[config.mk]
export PLATFORM = sky130hd
export DESIGN_NAME = midpoint_ellipse_rasterizer
export DESIGN_NICKNAME = d
export VERILOG_FILES = /design/src/sv/mer_pkg.sv /design/src/sv/mer_mul.sv /design/src/sv/mer_emit.sv /design/src/sv/midpoint_ellipse_rasterizer.sv
export SDC_FILE = /design/constraint.sdc
export NUM_CORES = 2
export LEC_CHECK = 0
export BUFFER_PORTS_ARGS = -buffer_cell sky130_fd_sc_hd__buf_4
export CAP_MARGIN = 20
export CORE_MARGIN = 2
export CORE_UTILIZATION = 50
export CTS_BUF_LIST = sky130_fd_sc_hd__clkbuf_4 sky130_fd_sc_hd__clkbuf_8
export DETAILED_ROUTE_END_ITERATION = 6
export GPL_TIMING_DRIVEN = 0
export PLACE_DENSITY = 0.68
export SETUP_SLACK_MARGIN = 0.4
export SYNTH_ARGS = -nofsm -noshare
export SYNTH_HDL_FRONTEND = slang
export SYNTH_SLANG_ARGS = --single-unit
[constraint.sdc]
create_clock -name i_clk -period 7.2 [get_ports i_clk]
set_input_delay 0.36 -clock i_clk [delete_from_list [all_inputs] [get_ports i_clk]]
set_output_delay 0.36 -clock i_clk [all_outputs]
set_load 0.02 [all_outputs]
[src/sv/mer_pkg.sv]
// Shared types and constants of the midpoint ellipse rasterizer.
package mer_pkg;

    // Configuration register map.
    localparam int CFG_ADDR_BITS = 2;
    localparam logic [CFG_ADDR_BITS-1:0] REG_CENTER_X = 2'd0;
    localparam logic [CFG_ADDR_BITS-1:0] REG_CENTER_Y = 2'd1;
    localparam logic [CFG_ADDR_BITS-1:0] REG_RADIUS_X = 2'd2;
    localparam logic [CFG_ADDR_BITS-1:0] REG_RADIUS_Y = 2'd3;

    // The fourth mirrored point of a step closes the group.
    localparam logic [1:0] QUAD_LAST = 2'd3;

    typedef enum logic [4:0] {
        S_IDLE,
        S_RX2,
        S_RY2,
        S_SQ,
        S_INIT1,
        S_INIT2,
        S_INIT3,
        S_TEST1,
        S_TEST2,
        S_TEST3,
        S_R1B,
        S_R1C,
        S_R1D,
        S_R1E,
        S_SW1,
        S_SW2,
        S_SW3,
        S_SW4,
        S_SW5,
        S_SW6,
        S_SW7,
        S_R2A,
        S_R2B,
        S_R2C,
        S_R2D,
        S_R2E,
        S_FIN,
        S_EMIT
    } t_state;

    typedef enum logic [1:0] {
        ACC_PROD,
        ACC_RX2,
        ACC_RY2
    } t_acc_src;

    typedef struct packed {
        logic start;
        logic region;
        logic done;
    } t_emit_ctrl;

endpackage

[src/sv/mer_mul.sv]
// Shared unsigned multiplier with a registered product.
module mer_mul #(
    parameter int A_BITS = 31,
    parameter int B_BITS = 11
) (
    input  logic                     i_clk,
    input  logic [A_BITS-1:0]        i_a,
    input  logic [B_BITS-1:0]        i_b,
    output logic [A_BITS+B_BITS-1:0] o_prod
);

    logic [A_BITS+B_BITS-1:0] r_prod;

    // The product always fits the full width, so nothing is lost.
    always_ff @(posedge i_clk) begin
        r_prod <= i_a * i_b;
    end

    assign o_prod = r_prod;

endmodule

[src/sv/mer_emit.sv]
// Output stage that mirrors one point into four quadrants and sends them one at a time.
module mer_emit #(
    parameter int RADIUS_BITS = 10,
    parameter int COORD_BITS  = 12
) (
    input  logic                        i_clk,
    input  logic                        i_rst_n,
    input  mer_pkg::t_emit_ctrl         i_ctrl,
    input  logic [RADIUS_BITS-1:0]      i_step_x,
    input  logic [RADIUS_BITS-1:0]      i_step_y,
    input  logic signed [COORD_BITS-1:0] i_center_x,
    input  logic signed [COORD_BITS-1:0] i_center_y,
    input  logic                        i_out_ready,
    output logic                        o_busy,
    output logic                        o_out_valid,
    output logic signed [COORD_BITS:0]  o_point_x,
    output logic signed [COORD_BITS:0]  o_point_y,
    output logic [1:0]                  o_quadrant,
    output logic                        o_in_region_two,
    output logic                        o_last_of_step,
    output logic                        o_arc_done
);
    import mer_pkg::*;

    localparam int SUM_BITS = ((COORD_BITS > RADIUS_BITS) ? COORD_BITS : RADIUS_BITS) + 2;

    logic [RADIUS_BITS-1:0]      r_x;
    logic [RADIUS_BITS-1:0]      r_y;
    logic                        r_region;
    logic                        r_done;
    logic                        r_active;
    logic [1:0]                  r_cnt;
    logic                        r_out_valid;
    logic signed [COORD_BITS:0]  r_point_x;
    logic signed [COORD_BITS:0]  r_point_y;
    logic [1:0]                  r_quadrant;
    logic                        r_in_region_two;
    logic                        r_last_of_step;
    logic                        r_arc_done;

    logic                        w_load;
    logic signed [SUM_BITS-1:0]  w_cx;
    logic signed [SUM_BITS-1:0]  w_cy;
    logic signed [SUM_BITS-1:0]  w_x;
    logic signed [SUM_BITS-1:0]  w_y;
    logic signed [SUM_BITS-1:0]  w_px;
    logic signed [SUM_BITS-1:0]  w_py;

    // A new result enters the output register when it is empty or being emptied.
    assign w_load = r_active && (!r_out_valid || i_out_ready);

    assign w_cx = SUM_BITS'(i_center_x);
    assign w_cy = SUM_BITS'(i_center_y);
    assign w_x  = signed'(SUM_BITS'(r_x));
    assign w_y  = signed'(SUM_BITS'(r_y));

    // Quadrants 2 and 3 negate x; quadrants 1 and 2 negate y.
    assign w_px = r_cnt[1] ? (w_cx - w_x) : (w_cx + w_x);
    assign w_py = (r_cnt[1] == r_cnt[0]) ? (w_cy + w_y) : (w_cy - w_y);

    always_ff @(posedge i_clk) begin
        if (!i_rst_n) begin
            r_active    <= 1'b0;
            r_cnt       <= '0;
            r_out_valid <= 1'b0;
        end else begin
            if (i_ctrl.start) begin
                r_active <= 1'b1;
                r_cnt    <= '0;
            end else if (w_load) begin
                r_cnt <= r_cnt + 2'd1;
                if (r_cnt == QUAD_LAST) begin
                    r_active <= 1'b0;
                end
            end
            if (w_load) begin
                r_out_valid <= 1'b1;
            end else if (i_out_ready) begin
                r_out_valid <= 1'b0;
            end
        end
    end

    always_ff @(posedge i_clk) begin
        if (i_ctrl.start) begin
            r_x      <= i_step_x;
            r_y      <= i_step_y;
            r_region <= i_ctrl.region;
            r_done   <= i_ctrl.done;
        end
        if (w_load) begin
            r_point_x       <= w_px[COORD_BITS:0];
            r_point_y       <= w_py[COORD_BITS:0];
            r_quadrant      <= r_cnt;
            r_in_region_two <= r_region;
            r_last_of_step  <= (r_cnt == QUAD_LAST);
            r_arc_done      <= r_done;
        end
    end

    assign o_busy          = r_active;
    assign o_out_valid     = r_out_valid;
    assign o_point_x       = r_point_x;
    assign o_point_y       = r_point_y;
    assign o_quadrant      = r_quadrant;
    assign o_in_region_two = r_in_region_two;
    assign o_last_of_step  = r_last_of_step;
    assign o_arc_done      = r_arc_done;

endmodule

[src/sv/midpoint_ellipse_rasterizer.sv]
// Top level of the midpoint ellipse rasterizer: sequencer, decision adder and configuration.
// The block walks the boundary of an axis-aligned ellipse one point per input transfer:
// i_restart high starts a new arc at (0, radius_y), i_restart low advances the first-quadrant
// point by one midpoint step (region one while radius_y^2*x < radius_x^2*y, then region two
// until y is zero), and every input transfer yields four output transfers, the point mirrored
// into quadrants 0 to 3 in that order with the center added, the fourth one flagged by
// o_last_of_step. Once y reaches zero o_arc_done is set and further steps repeat the final
// point. Center and radii are written through the plain write port and must only change
// while the block is idle. The decision variable is kept as an exact integer four times the
// textbook value, so the quarter and half terms need no rounding. All products go through
// one registered multiplier and all decision updates through one adder, under a small
// sequencer, so o_in_ready is low while an item is at work. The paths of an item, a step
// after the arc has finished, a restart, a region-two step, a region-one step and the step
// that crosses from region one into region two, each make a different number of
// multiplier passes. The final state of an item also waits until the four results of the
// previous item have all entered the output register.
module midpoint_ellipse_rasterizer #(
    parameter int RADIUS_BITS = 10,
    parameter int COORD_BITS  = 12
) (
    input  logic                                  i_clk,
    input  logic                                  i_rst_n,
    input  logic                                  i_cfg_we,
    input  logic [mer_pkg::CFG_ADDR_BITS-1:0]     i_cfg_addr,
    input  logic [((COORD_BITS > RADIUS_BITS) ? COORD_BITS : RADIUS_BITS)-1:0] i_cfg_data,
    input  logic                                  i_in_valid,
    output logic                                  o_in_ready,
    input  logic                                  i_restart,
    output logic                                  o_out_valid,
    input  logic                                  i_out_ready,
    output logic signed [COORD_BITS:0]            o_point_x,
    output logic signed [COORD_BITS:0]            o_point_y,
    output logic [1:0]                            o_quadrant,
    output logic                                  o_in_region_two,
    output logic                                  o_last_of_step,
    output logic                                  o_arc_done
);
    import mer_pkg::*;

    // Multiplier operands: a holds up to radius^2 times (2x+1), b up to 2x+1.
    localparam int MUL_A_BITS = 3 * RADIUS_BITS + 1;
    localparam int MUL_B_BITS = RADIUS_BITS + 1;
    localparam int PROD_BITS  = MUL_A_BITS + MUL_B_BITS;
    localparam int SQ_BITS    = 2 * RADIUS_BITS;
    localparam int CMP_BITS   = 3 * RADIUS_BITS;
    // Four times radius^4 plus a few bits of headroom for the signed running value.
    localparam int DEC_BITS   = 4 * RADIUS_BITS + 8;

    localparam logic [1:0] SHIFT_X1 = 2'd0;
    localparam logic [1:0] SHIFT_X4 = 2'd2;
    localparam logic [1:0] SHIFT_X8 = 2'd3;

    // Configuration registers.
    logic signed [COORD_BITS-1:0] r_center_x;
    logic signed [COORD_BITS-1:0] r_center_y;
    logic [RADIUS_BITS-1:0]       r_radius_x;
    logic [RADIUS_BITS-1:0]       r_radius_y;

    // Arc state.
    t_state                 r_state;
    t_state                 n_state;
    logic                   r_restart;
    logic [RADIUS_BITS-1:0] r_x;
    logic [RADIUS_BITS-1:0] r_y;
    logic [DEC_BITS-1:0]    r_dec;
    logic                   r_region;
    logic                   r_finished;

    // Working registers of one item.
    logic [SQ_BITS-1:0]     r_rx2;
    logic [SQ_BITS-1:0]     r_ry2;
    logic [CMP_BITS-1:0]    r_cmp;
    // Set when the current step moves diagonally (both x and y change).
    logic                   r_branch;

    logic [MUL_A_BITS-1:0]  w_mul_a;
    logic [MUL_B_BITS-1:0]  w_mul_b;
    logic [PROD_BITS-1:0]   w_prod;
    logic [MUL_B_BITS-1:0]  w_t;
    logic [RADIUS_BITS-1:0] w_ym;
    logic                   w_less;
    logic                   w_dec_neg;
    logic                   w_dec_zero;

    logic                   w_acc_en;
    logic                   w_acc_clr;
    logic                   w_acc_sub;
    t_acc_src               w_acc_src;
    logic [1:0]             w_acc_sh;
    logic [DEC_BITS-1:0]    w_src;
    logic [DEC_BITS-1:0]    w_term;
    logic [DEC_BITS-1:0]    w_base;
    logic [DEC_BITS-1:0]    w_dec_next;

    t_emit_ctrl             w_emit;
    logic                   w_emit_busy;

    assign w_t        = {r_x, 1'b1};
    assign w_ym       = r_y - 1'b1;
    assign w_less     = r_cmp < w_prod[CMP_BITS-1:0];
    assign w_dec_neg  = r_dec[DEC_BITS-1];
    assign w_dec_zero = (r_dec == '0);

    assign o_in_ready = (r_state == S_IDLE);

    mer_mul #(
        .A_BITS (MUL_A_BITS),
        .B_BITS (MUL_B_BITS)
    ) u_mul (
        .i_clk  (i_clk),
        .i_a    (w_mul_a),
        .i_b    (w_mul_b),
        .o_prod (w_prod)
    );

    // Decision adder: r_dec (or zero) plus or minus a shifted product or squared radius.
    always_comb begin
        unique case (w_acc_src)
            ACC_PROD: w_src = DEC_BITS'(w_prod);
            ACC_RX2:  w_src = DEC_BITS'(r_rx2);
            default:  w_src = DEC_BITS'(r_ry2);
        endcase
        w_term     = w_src << w_acc_sh;
        w_base     = w_acc_clr ? '0 : r_dec;
        w_dec_next = w_base + (w_acc_sub ? ~w_term : w_term) + DEC_BITS'(w_acc_sub);
    end

    always_ff @(posedge i_clk) begin
        if (!i_rst_n) begin
            r_state <= S_IDLE;
        end else begin
            r_state <= n_state;
        end
    end

    // Sequencer: each state issues at most one multiplication and one decision update.
    always_comb begin
        n_state     = r_state;
        w_mul_a     = '0;
        w_mul_b     = '0;
        w_acc_en    = 1'b0;
        w_acc_clr   = 1'b0;
        w_acc_sub   = 1'b0;
        w_acc_src   = ACC_PROD;
        w_acc_sh    = SHIFT_X1;
        w_emit      = '0;
        w_emit.region = r_region;
        w_emit.done   = r_finished;
        unique case (r_state)
            S_IDLE: begin
                if (i_in_valid) begin
                    n_state = S_RX2;
                end
            end
            S_RX2: begin
                w_mul_a = MUL_A_BITS'(r_radius_x);
                w_mul_b = MUL_B_BITS'(r_radius_x);
                n_state = S_RY2;
            end
            S_RY2: begin
                w_mul_a = MUL_A_BITS'(r_radius_y);
                w_mul_b = MUL_B_BITS'(r_radius_y);
                n_state = S_SQ;
            end
            S_SQ: begin
                if (r_restart) begin
                    n_state = S_INIT1;
                end else if (r_finished) begin
                    n_state = S_EMIT;
                end else if (!r_region) begin
                    n_state = S_TEST1;
                end else begin
                    n_state = S_R2A;
                end
            end
            // Restart: d = 4*ry2 + rx2 - 4*rx2*ry. The product issued in S_INIT1 is ready in
            // S_INIT2.
            S_INIT1: begin
                w_mul_a   = MUL_A_BITS'(r_rx2);
                w_mul_b   = MUL_B_BITS'(r_radius_y);
                w_acc_en  = 1'b1;
                w_acc_clr = 1'b1;
                w_acc_src = ACC_RY2;
                w_acc_sh  = SHIFT_X4;
                n_state   = S_INIT2;
            end
            S_INIT2: begin
                w_acc_en  = 1'b1;
                w_acc_sub = 1'b1;
                w_acc_sh  = SHIFT_X4;
                n_state   = S_INIT3;
            end
            S_INIT3: begin
                w_acc_en  = 1'b1;
                w_acc_src = ACC_RX2;
                n_state   = S_EMIT;
            end
            // Region-one test: ry2*x against rx2*y.
            S_TEST1: begin
                w_mul_a = MUL_A_BITS'(r_ry2);
                w_mul_b = MUL_B_BITS'(r_x);
                n_state = S_TEST2;
            end
            S_TEST2: begin
                w_mul_a = MUL_A_BITS'(r_rx2);
                w_mul_b = MUL_B_BITS'(r_y);
                n_state = S_TEST3;
            end
            S_TEST3: begin
                n_state = w_less ? S_R1B : S_SW1;
            end
            // Region-one step on the updated x and y.
            S_R1B: begin
                w_mul_a = MUL_A_BITS'(r_ry2);
                w_mul_b = MUL_B_BITS'(r_x);
                n_state = S_R1C;
            end
            S_R1C: begin
                w_mul_a  = MUL_A_BITS'(r_rx2);
                w_mul_b  = MUL_B_BITS'(r_y);
                w_acc_en = 1'b1;
                w_acc_sh = SHIFT_X8;
                n_state  = S_R1D;
            end
            S_R1D: begin
                w_acc_en  = r_branch;
                w_acc_sub = 1'b1;
                w_acc_sh  = SHIFT_X8;
                n_state   = S_R1E;
            end
            S_R1E: begin
                w_acc_en  = 1'b1;
                w_acc_src = ACC_RY2;
                w_acc_sh  = SHIFT_X4;
                n_state   = S_FIN;
            end
            // Region switch: d = ry2*t*t + 4*rx2*ym*ym - 4*rx2*ry*ry, t = 2x+1, ym = y-1.
            S_SW1: begin
                w_mul_a = MUL_A_BITS'(r_ry2);
                w_mul_b = w_t;
                n_state = S_SW2;
            end
            S_SW2: begin
                w_mul_a = w_prod[MUL_A_BITS-1:0];
                w_mul_b = w_t;
                n_state = S_SW3;
            end
            S_SW3: begin
                w_mul_a   = MUL_A_BITS'(r_rx2);
                w_mul_b   = MUL_B_BITS'(w_ym);
                w_acc_en  = 1'b1;
                w_acc_clr = 1'b1;
                n_state   = S_SW4;
            end
            S_SW4: begin
                w_mul_a = w_prod[MUL_A_BITS-1:0];
                w_mul_b = MUL_B_BITS'(w_ym);
                n_state = S_SW5;
            end
            S_SW5: begin
                w_mul_a  = MUL_A_BITS'(r_rx2);
                w_mul_b  = MUL_B_BITS'(r_radius_y);
                w_acc_en = 1'b1;
                w_acc_sh = SHIFT_X4;
                n_state  = S_SW6;
            end
            S_SW6: begin
                w_mul_a = w_prod[MUL_A_BITS-1:0];
                w_mul_b = MUL_B_BITS'(r_radius_y);
                n_state = S_SW7;
            end
            S_SW7: begin
                w_acc_en  = 1'b1;
                w_acc_sub = 1'b1;
                w_acc_sh  = SHIFT_X4;
                n_state   = S_R2A;
            end
            // Region-two step on the updated x and y.
            S_R2A: begin
                n_state = S_R2B;
            end
            S_R2B: begin
                w_mul_a = MUL_A_BITS'(r_rx2);
                w_mul_b = MUL_B_BITS'(r_y);
                n_state = S_R2C;
            end
            S_R2C: begin
                w_mul_a   = MUL_A_BITS'(r_ry2);
                w_mul_b   = MUL_B_BITS'(r_x);
                w_acc_en  = 1'b1;
                w_acc_sub = 1'b1;
                w_acc_sh  = SHIFT_X8;
                n_state   = S_R2D;
            end
            S_R2D: begin
                w_acc_en = r_branch;
                w_acc_sh = SHIFT_X8;
                n_state  = S_R2E;
            end
            S_R2E: begin
                w_acc_en  = 1'b1;
                w_acc_src = ACC_RX2;
                w_acc_sh  = SHIFT_X4;
                n_state   = S_FIN;
            end
            S_FIN: begin
                n_state = S_EMIT;
            end
            S_EMIT: begin
                if (!w_emit_busy) begin
                    w_emit.start = 1'b1;
                    n_state      = S_IDLE;
                end
            end
            default: begin
                n_state = S_IDLE;
            end
        endcase
    end

    always_ff @(posedge i_clk) begin
        if (!i_rst_n) begin
            r_center_x <= '0;
            r_center_y <= '0;
            r_radius_x <= RADIUS_BITS'(1);
            r_radius_y <= RADIUS_BITS'(1);
            r_x        <= '0;
            r_y        <= '0;
            r_dec      <= '0;
            r_region   <= 1'b0;
            r_finished <= 1'b1;
        end else begin
            if (i_cfg_we) begin
                unique case (i_cfg_addr)
                    REG_CENTER_X: r_center_x <= i_cfg_data[COORD_BITS-1:0];
                    REG_CENTER_Y: r_center_y <= i_cfg_data[COORD_BITS-1:0];
                    REG_RADIUS_X: r_radius_x <= i_cfg_data[RADIUS_BITS-1:0];
                    REG_RADIUS_Y: r_radius_y <= i_cfg_data[RADIUS_BITS-1:0];
                    default: ;
                endcase
            end
            if (w_acc_en) begin
                r_dec <= w_dec_next;
            end
            unique case (r_state)
                S_IDLE: begin
                    if (i_in_valid) begin
                        r_restart <= i_restart;
                    end
                end
                S_RY2: begin
                    r_rx2 <= w_prod[SQ_BITS-1:0];
                end
                S_SQ: begin
                    r_ry2 <= w_prod[SQ_BITS-1:0];
                end
                S_INIT3: begin
                    r_x        <= '0;
                    r_y        <= r_radius_y;
                    r_region   <= 1'b0;
                    r_finished <= (r_radius_y == '0);
                end
                S_TEST2: begin
                    r_cmp <= w_prod[CMP_BITS-1:0];
                end
                // Region one: x always advances, y drops when the midpoint lies outside.
                S_TEST3: begin
                    if (w_less) begin
                        r_x      <= r_x + 1'b1;
                        r_branch <= !w_dec_neg;
                        if (!w_dec_neg) begin
                            r_y <= r_y - 1'b1;
                        end
                    end
                end
                S_SW7: begin
                    r_region <= 1'b1;
                end
                // Region two: y always drops, x advances when the midpoint lies inside.
                S_R2A: begin
                    r_y      <= r_y - 1'b1;
                    r_branch <= w_dec_neg || w_dec_zero;
                    if (w_dec_neg || w_dec_zero) begin
                        r_x <= r_x + 1'b1;
                    end
                end
                S_FIN: begin
                    r_finished <= (r_y == '0);
                end
                default: ;
            endcase
        end
    end

    mer_emit #(
        .RADIUS_BITS (RADIUS_BITS),
        .COORD_BITS  (COORD_BITS)
    ) u_emit (
        .i_clk           (i_clk),
        .i_rst_n         (i_rst_n),
        .i_ctrl          (w_emit),
        .i_step_x        (r_x),
        .i_step_y        (r_y),
        .i_center_x      (r_center_x),
        .i_center_y      (r_center_y),
        .i_out_ready     (i_out_ready),
        .o_busy          (w_emit_busy),
        .o_out_valid     (o_out_valid),
        .o_point_x       (o_point_x),
        .o_point_y       (o_point_y),
        .o_quadrant      (o_quadrant),
        .o_in_region_two (o_in_region_two),
        .o_last_of_step  (o_last_of_step),
        .o_arc_done      (o_arc_done)
    );

endmodule

==> flow_metrics.py <==
metrics = {
    "floorplanning": {
        "core_region_area_um2": 55300,
        "die_width_um": 241,
        "start_util": 0.509,
        "die_ar_um2": 58200,
        "num_io_pins": 53,
        "num_rows": 86,
        "die_h_um": 241,
    },
    "timing": {
        "finalSetupViolCount": 16,
        "fin_setup_tns_ns": -3.10,
        "worst_pin_slew_ns": 0.973,
        "slew_margin_rel": 0.351,
        "max_clock_freq_ghz": 0.133,
        "final-hold-violation-count": 0,
        "setup_repair_after_global_routing_missed_its_margin": "yes",
        "final.period_utilization": 1.05,
        "worst_hold_slack_ns": 0.0531,
        "finalCriticalPeriod_ns": 7.53,
        "timing.clock.skew_ns": 0.0482,
        "drv_slew": 0,
        "fin_ws_ns": -0.327,
    },
    "yosys": {
        "edff_count_synth": 125,
        "synth_sequential_area_ratio": 0.251,
        "syn-mean-instance-area_um2": 8.68,
        "synth_fp_nets": 3707,
        "synth_cells": 3239,
        "synth_warnings": 0,
        "synth.ff_latch_count": 290,
        "synth_async_sr_flop_share": 0,
        "yosysUniqueCellTypes": 89,
        "mappedNetlistArea_um2": 28100,
        "synth-main-ff-cell": "sky130_fd_sc_hd__dfxtp_1",
    },
    "power_and_ir_drop": {
        "leakage_power_of_the_design_nw": 14.2,
        "irDropWorstVdd_uv": 167,
        "power_density_nw_per_um2": 191,
    },
    "placed_design": {
        "dp_worst_setup_slack_ns": -1.59,
        "gp_congestion": 0.952,
        "detailedPlacementHpwl_um": 69100,
        "numPortBuffers": 51,
    },
    "global_routing": {
        "grt.overflow.total": 0,
        "maximum_number_of_pins_on_one_net_before_global_route_repair": 27,
        "grt_util_all_layers": 0.307,
        "grt_pass1_vias": 25000,
        "number_of_antenna_violations_at_the_first_check_in_global_routing": 1,
        "wire_length_of_the_first_global_routing_pass_um": 139000,
    },
    "layout": {
        "post_route_utilization": 0.602,
        "drive_gt1_frac": 0.150,
        "syn_to_final_growth_pct": 18.3,
        "num-nets-final": 3951,
        "layout_commonest_cell": "sky130_fd_sc_hd__nand2_1",
        "layout.cells.most_common_list": "sky130_fd_sc_hd__nand2_1 (495), sky130_fd_sc_hd__inv_1 (289), sky130_fd_sc_hd__fa_1 (257), sky130_fd_sc_hd__nor2_1 (215), sky130_fd_sc_hd__a21oi_1 (206)",
    },
    "setup_path": {
        "critical_path.slowest_cell": "sky130_fd_sc_hd__fa_2",
        "r2r.worst_path.cells": 35,
        "timing_worst_setup_path_type": "reg -> reg",
        "critical_path_arrival_ns": 8.04,
        "crit_end": "u_mul.o_prod[35]",
        "cpPeakStageDelay_ns": 0.55,
        "critical_path.reg2reg.startpoint": "r_state[2]",
        "worst_ep_required_time_ns": 7.72,
        "timing.critical_path.from": "r_state[2]",
        "timing.critical_path.to_type": "flop",
        "worst_setup_path_start_kind": "flop",
        "reg2reg_to": "u_mul.o_prod[35]",
        "critPathMaxFanout": 8,
        "setup.reg_to_reg.worst_slack_ns": -0.33,
        "critical_path.most_common_cell": "sky130_fd_sc_hd__fa_1",
    },
    "worst_hold_path": {
        "hold_path_class": "in -> reg",
    },
    "status": {
        "violations": "negative setup slack",
        "status": "finished, violations left",
    },
    "cts": {
        "clk_pin_slew_worst_paths_ns": 0.07,
        "clock_tree_from_tritoncts": "yes",
        "htreeDepth": 2,
        "clk_root_buffer_cell": "sky130_fd_sc_hd__clkbuf_8",
        "clock_latency_late_sink_ns": 0.68,
        "total_clock_sinks": 290,
        "numCtsBuffers": 52,
        "cts_buffer_depth": 3,
    },
    "detailed_routing": {
        "first_iter_violations": 2522,
        "wl_um": 89000,
        "drt-vias-per-instance": 5.90,
        "first_pass_iters": 6,
        "detailroute.via_count": 25200,
        "remaining_drc_errors": 0,
        "detail_route.wl_per_cell_um": 20.8,
        "postRouteAntennaNets": 0,
    },
    "run": {
        "timing.max_cap.violations": 0,
    },
}
[kinds of logic after synthesis]
group / after synthesis / synth area share
adder cells (fa/ha/maj): 448 / 0.269
buffers and inverters: 480 / 0.0649
AO/OA/AOI/OAI: 670 / 0.159
multiplexers: 74 / 0.0263
flip-flops: 290 / 0.251
XOR/XNOR: 158 / 0.0492
AND/OR/NAND/NOR: 1119 / 0.180
[report_power, final]
part / switching [W] / internal (W) / total [W]
registers: 0.000140 / 0.00186 / 0.00200
logic: 0.00168 / 0.000973 / 0.00265
clock network: 0.000784 / 0.000925 / 0.00171
[flip-flops by register name (all words and copies together), names as in the netlist, 12 cells and up]
signal and count:
r_center_x 12, r_center_y 12, r_cmp 30, r_dec 48
r_rx2 20, r_ry2 20, u_emit.o_point_x 13, u_emit.o_point_y 13
u_mul.o_prod 42
[timing repair]
item                       CTS  global route
pin swaps                   81            54
gates resized for setup    212            83
hold buffers                14             0
buffers inserted            76            35
hold endpoints to repair    46             0
setup endpoints to repair   32            35
gates cloned                 3             0
[through the flow]
step                      power [W]  instance area, um^2  std cells
after global placement      0.00416                29700       4038
final                       0.00635                33300       4276
after global routing        0.00664                33300       4276
after CTS                   0.00622                32700       4240
after floorplan             0.00346                28400       3239
after detailed placement    0.00422                29900       4049
[Yosys cell counts (all sizes together) (15+ instances only)]
library cell | instances | area share
edfxtp | 125 | 0.13
a22oi | 15 | 0.0040
inv | 307 | 0.041
clkbuf | 143 | 0.019
nor2b | 30 | 0.0067
o21ai | 97 | 0.017
buf | 30 | 0.0048
nor3 | 54 | 0.0098
nor2 | 229 | 0.031
nand2b | 39 | 0.0087
a211oi | 15 | 0.0042
fa | 263 | 0.19
xor2 | 32 | 0.010
a221o | 18 | 0.0064
a31oi | 36 | 0.0088
o22ai | 25 | 0.0056
nor4 | 19 | 0.0042
xnor2 | 126 | 0.039
and2 | 93 | 0.021
dfxtp | 165 | 0.12
a21o | 83 | 0.022
o21a | 22 | 0.0059
and3 | 21 | 0.0047
nand4 | 21 | 0.0047
nand2 | 516 | 0.069
ha | 185 | 0.082
mux2i | 74 | 0.026
nand3 | 51 | 0.0091
a21oi | 229 | 0.041
[final cells by class]
class | instances | area [um^2]
multi-input combinational | 2470 | 20200
clock buffer | 67 | 841
buffer | 173 | 1100
clock inverter | 31 | 283
fill | 4796 | 22000
timing repair buffer | 189 | 1640
antenna | 1 | 2.50
tap | 748 | 936
sequential | 290 | 7070
inverter | 307 | 1160
[critical path: cells and delay by family (launching register included)]
kind | cells | cell delay, ns
buffers and inverters | 12 | 1.46
flip-flops | 1 | 0.37
AO/OA/AOI/OAI | 12 | 2.39
adder cells (fa/ha/maj) | 6 | 2.76
AND/OR/NAND/NOR | 5 | 0.36
[worst min-delay path by stage]
stage | end | startpoint | depth (start not counted) | slack (ns)
detailed placement | u_emit.r_y[5] | r_y[5] | 0 | 0.41
global route | r_center_y[0] | i_cfg_addr[1] | 4 | 0.05
finish | r_center_y[0] | i_cfg_addr[1] | 4 | 0.05
CTS | r_center_y[11] | i_cfg_addr[1] | 4 | 0.005
global placement | u_emit.o_arc_done | u_emit.r_done | 0 | 0.41
floorplan | u_emit.o_arc_done | u_emit.r_done | 0 | 0.40
[per-layer routing]
metal  track usage  wire length [um]
met2         0.496             40900
met4         0.129              4220
met5             0                 0
met1         0.415             37000
met3        0.0433              6890
Note: power is estimated with default switching activity, not from simulation.
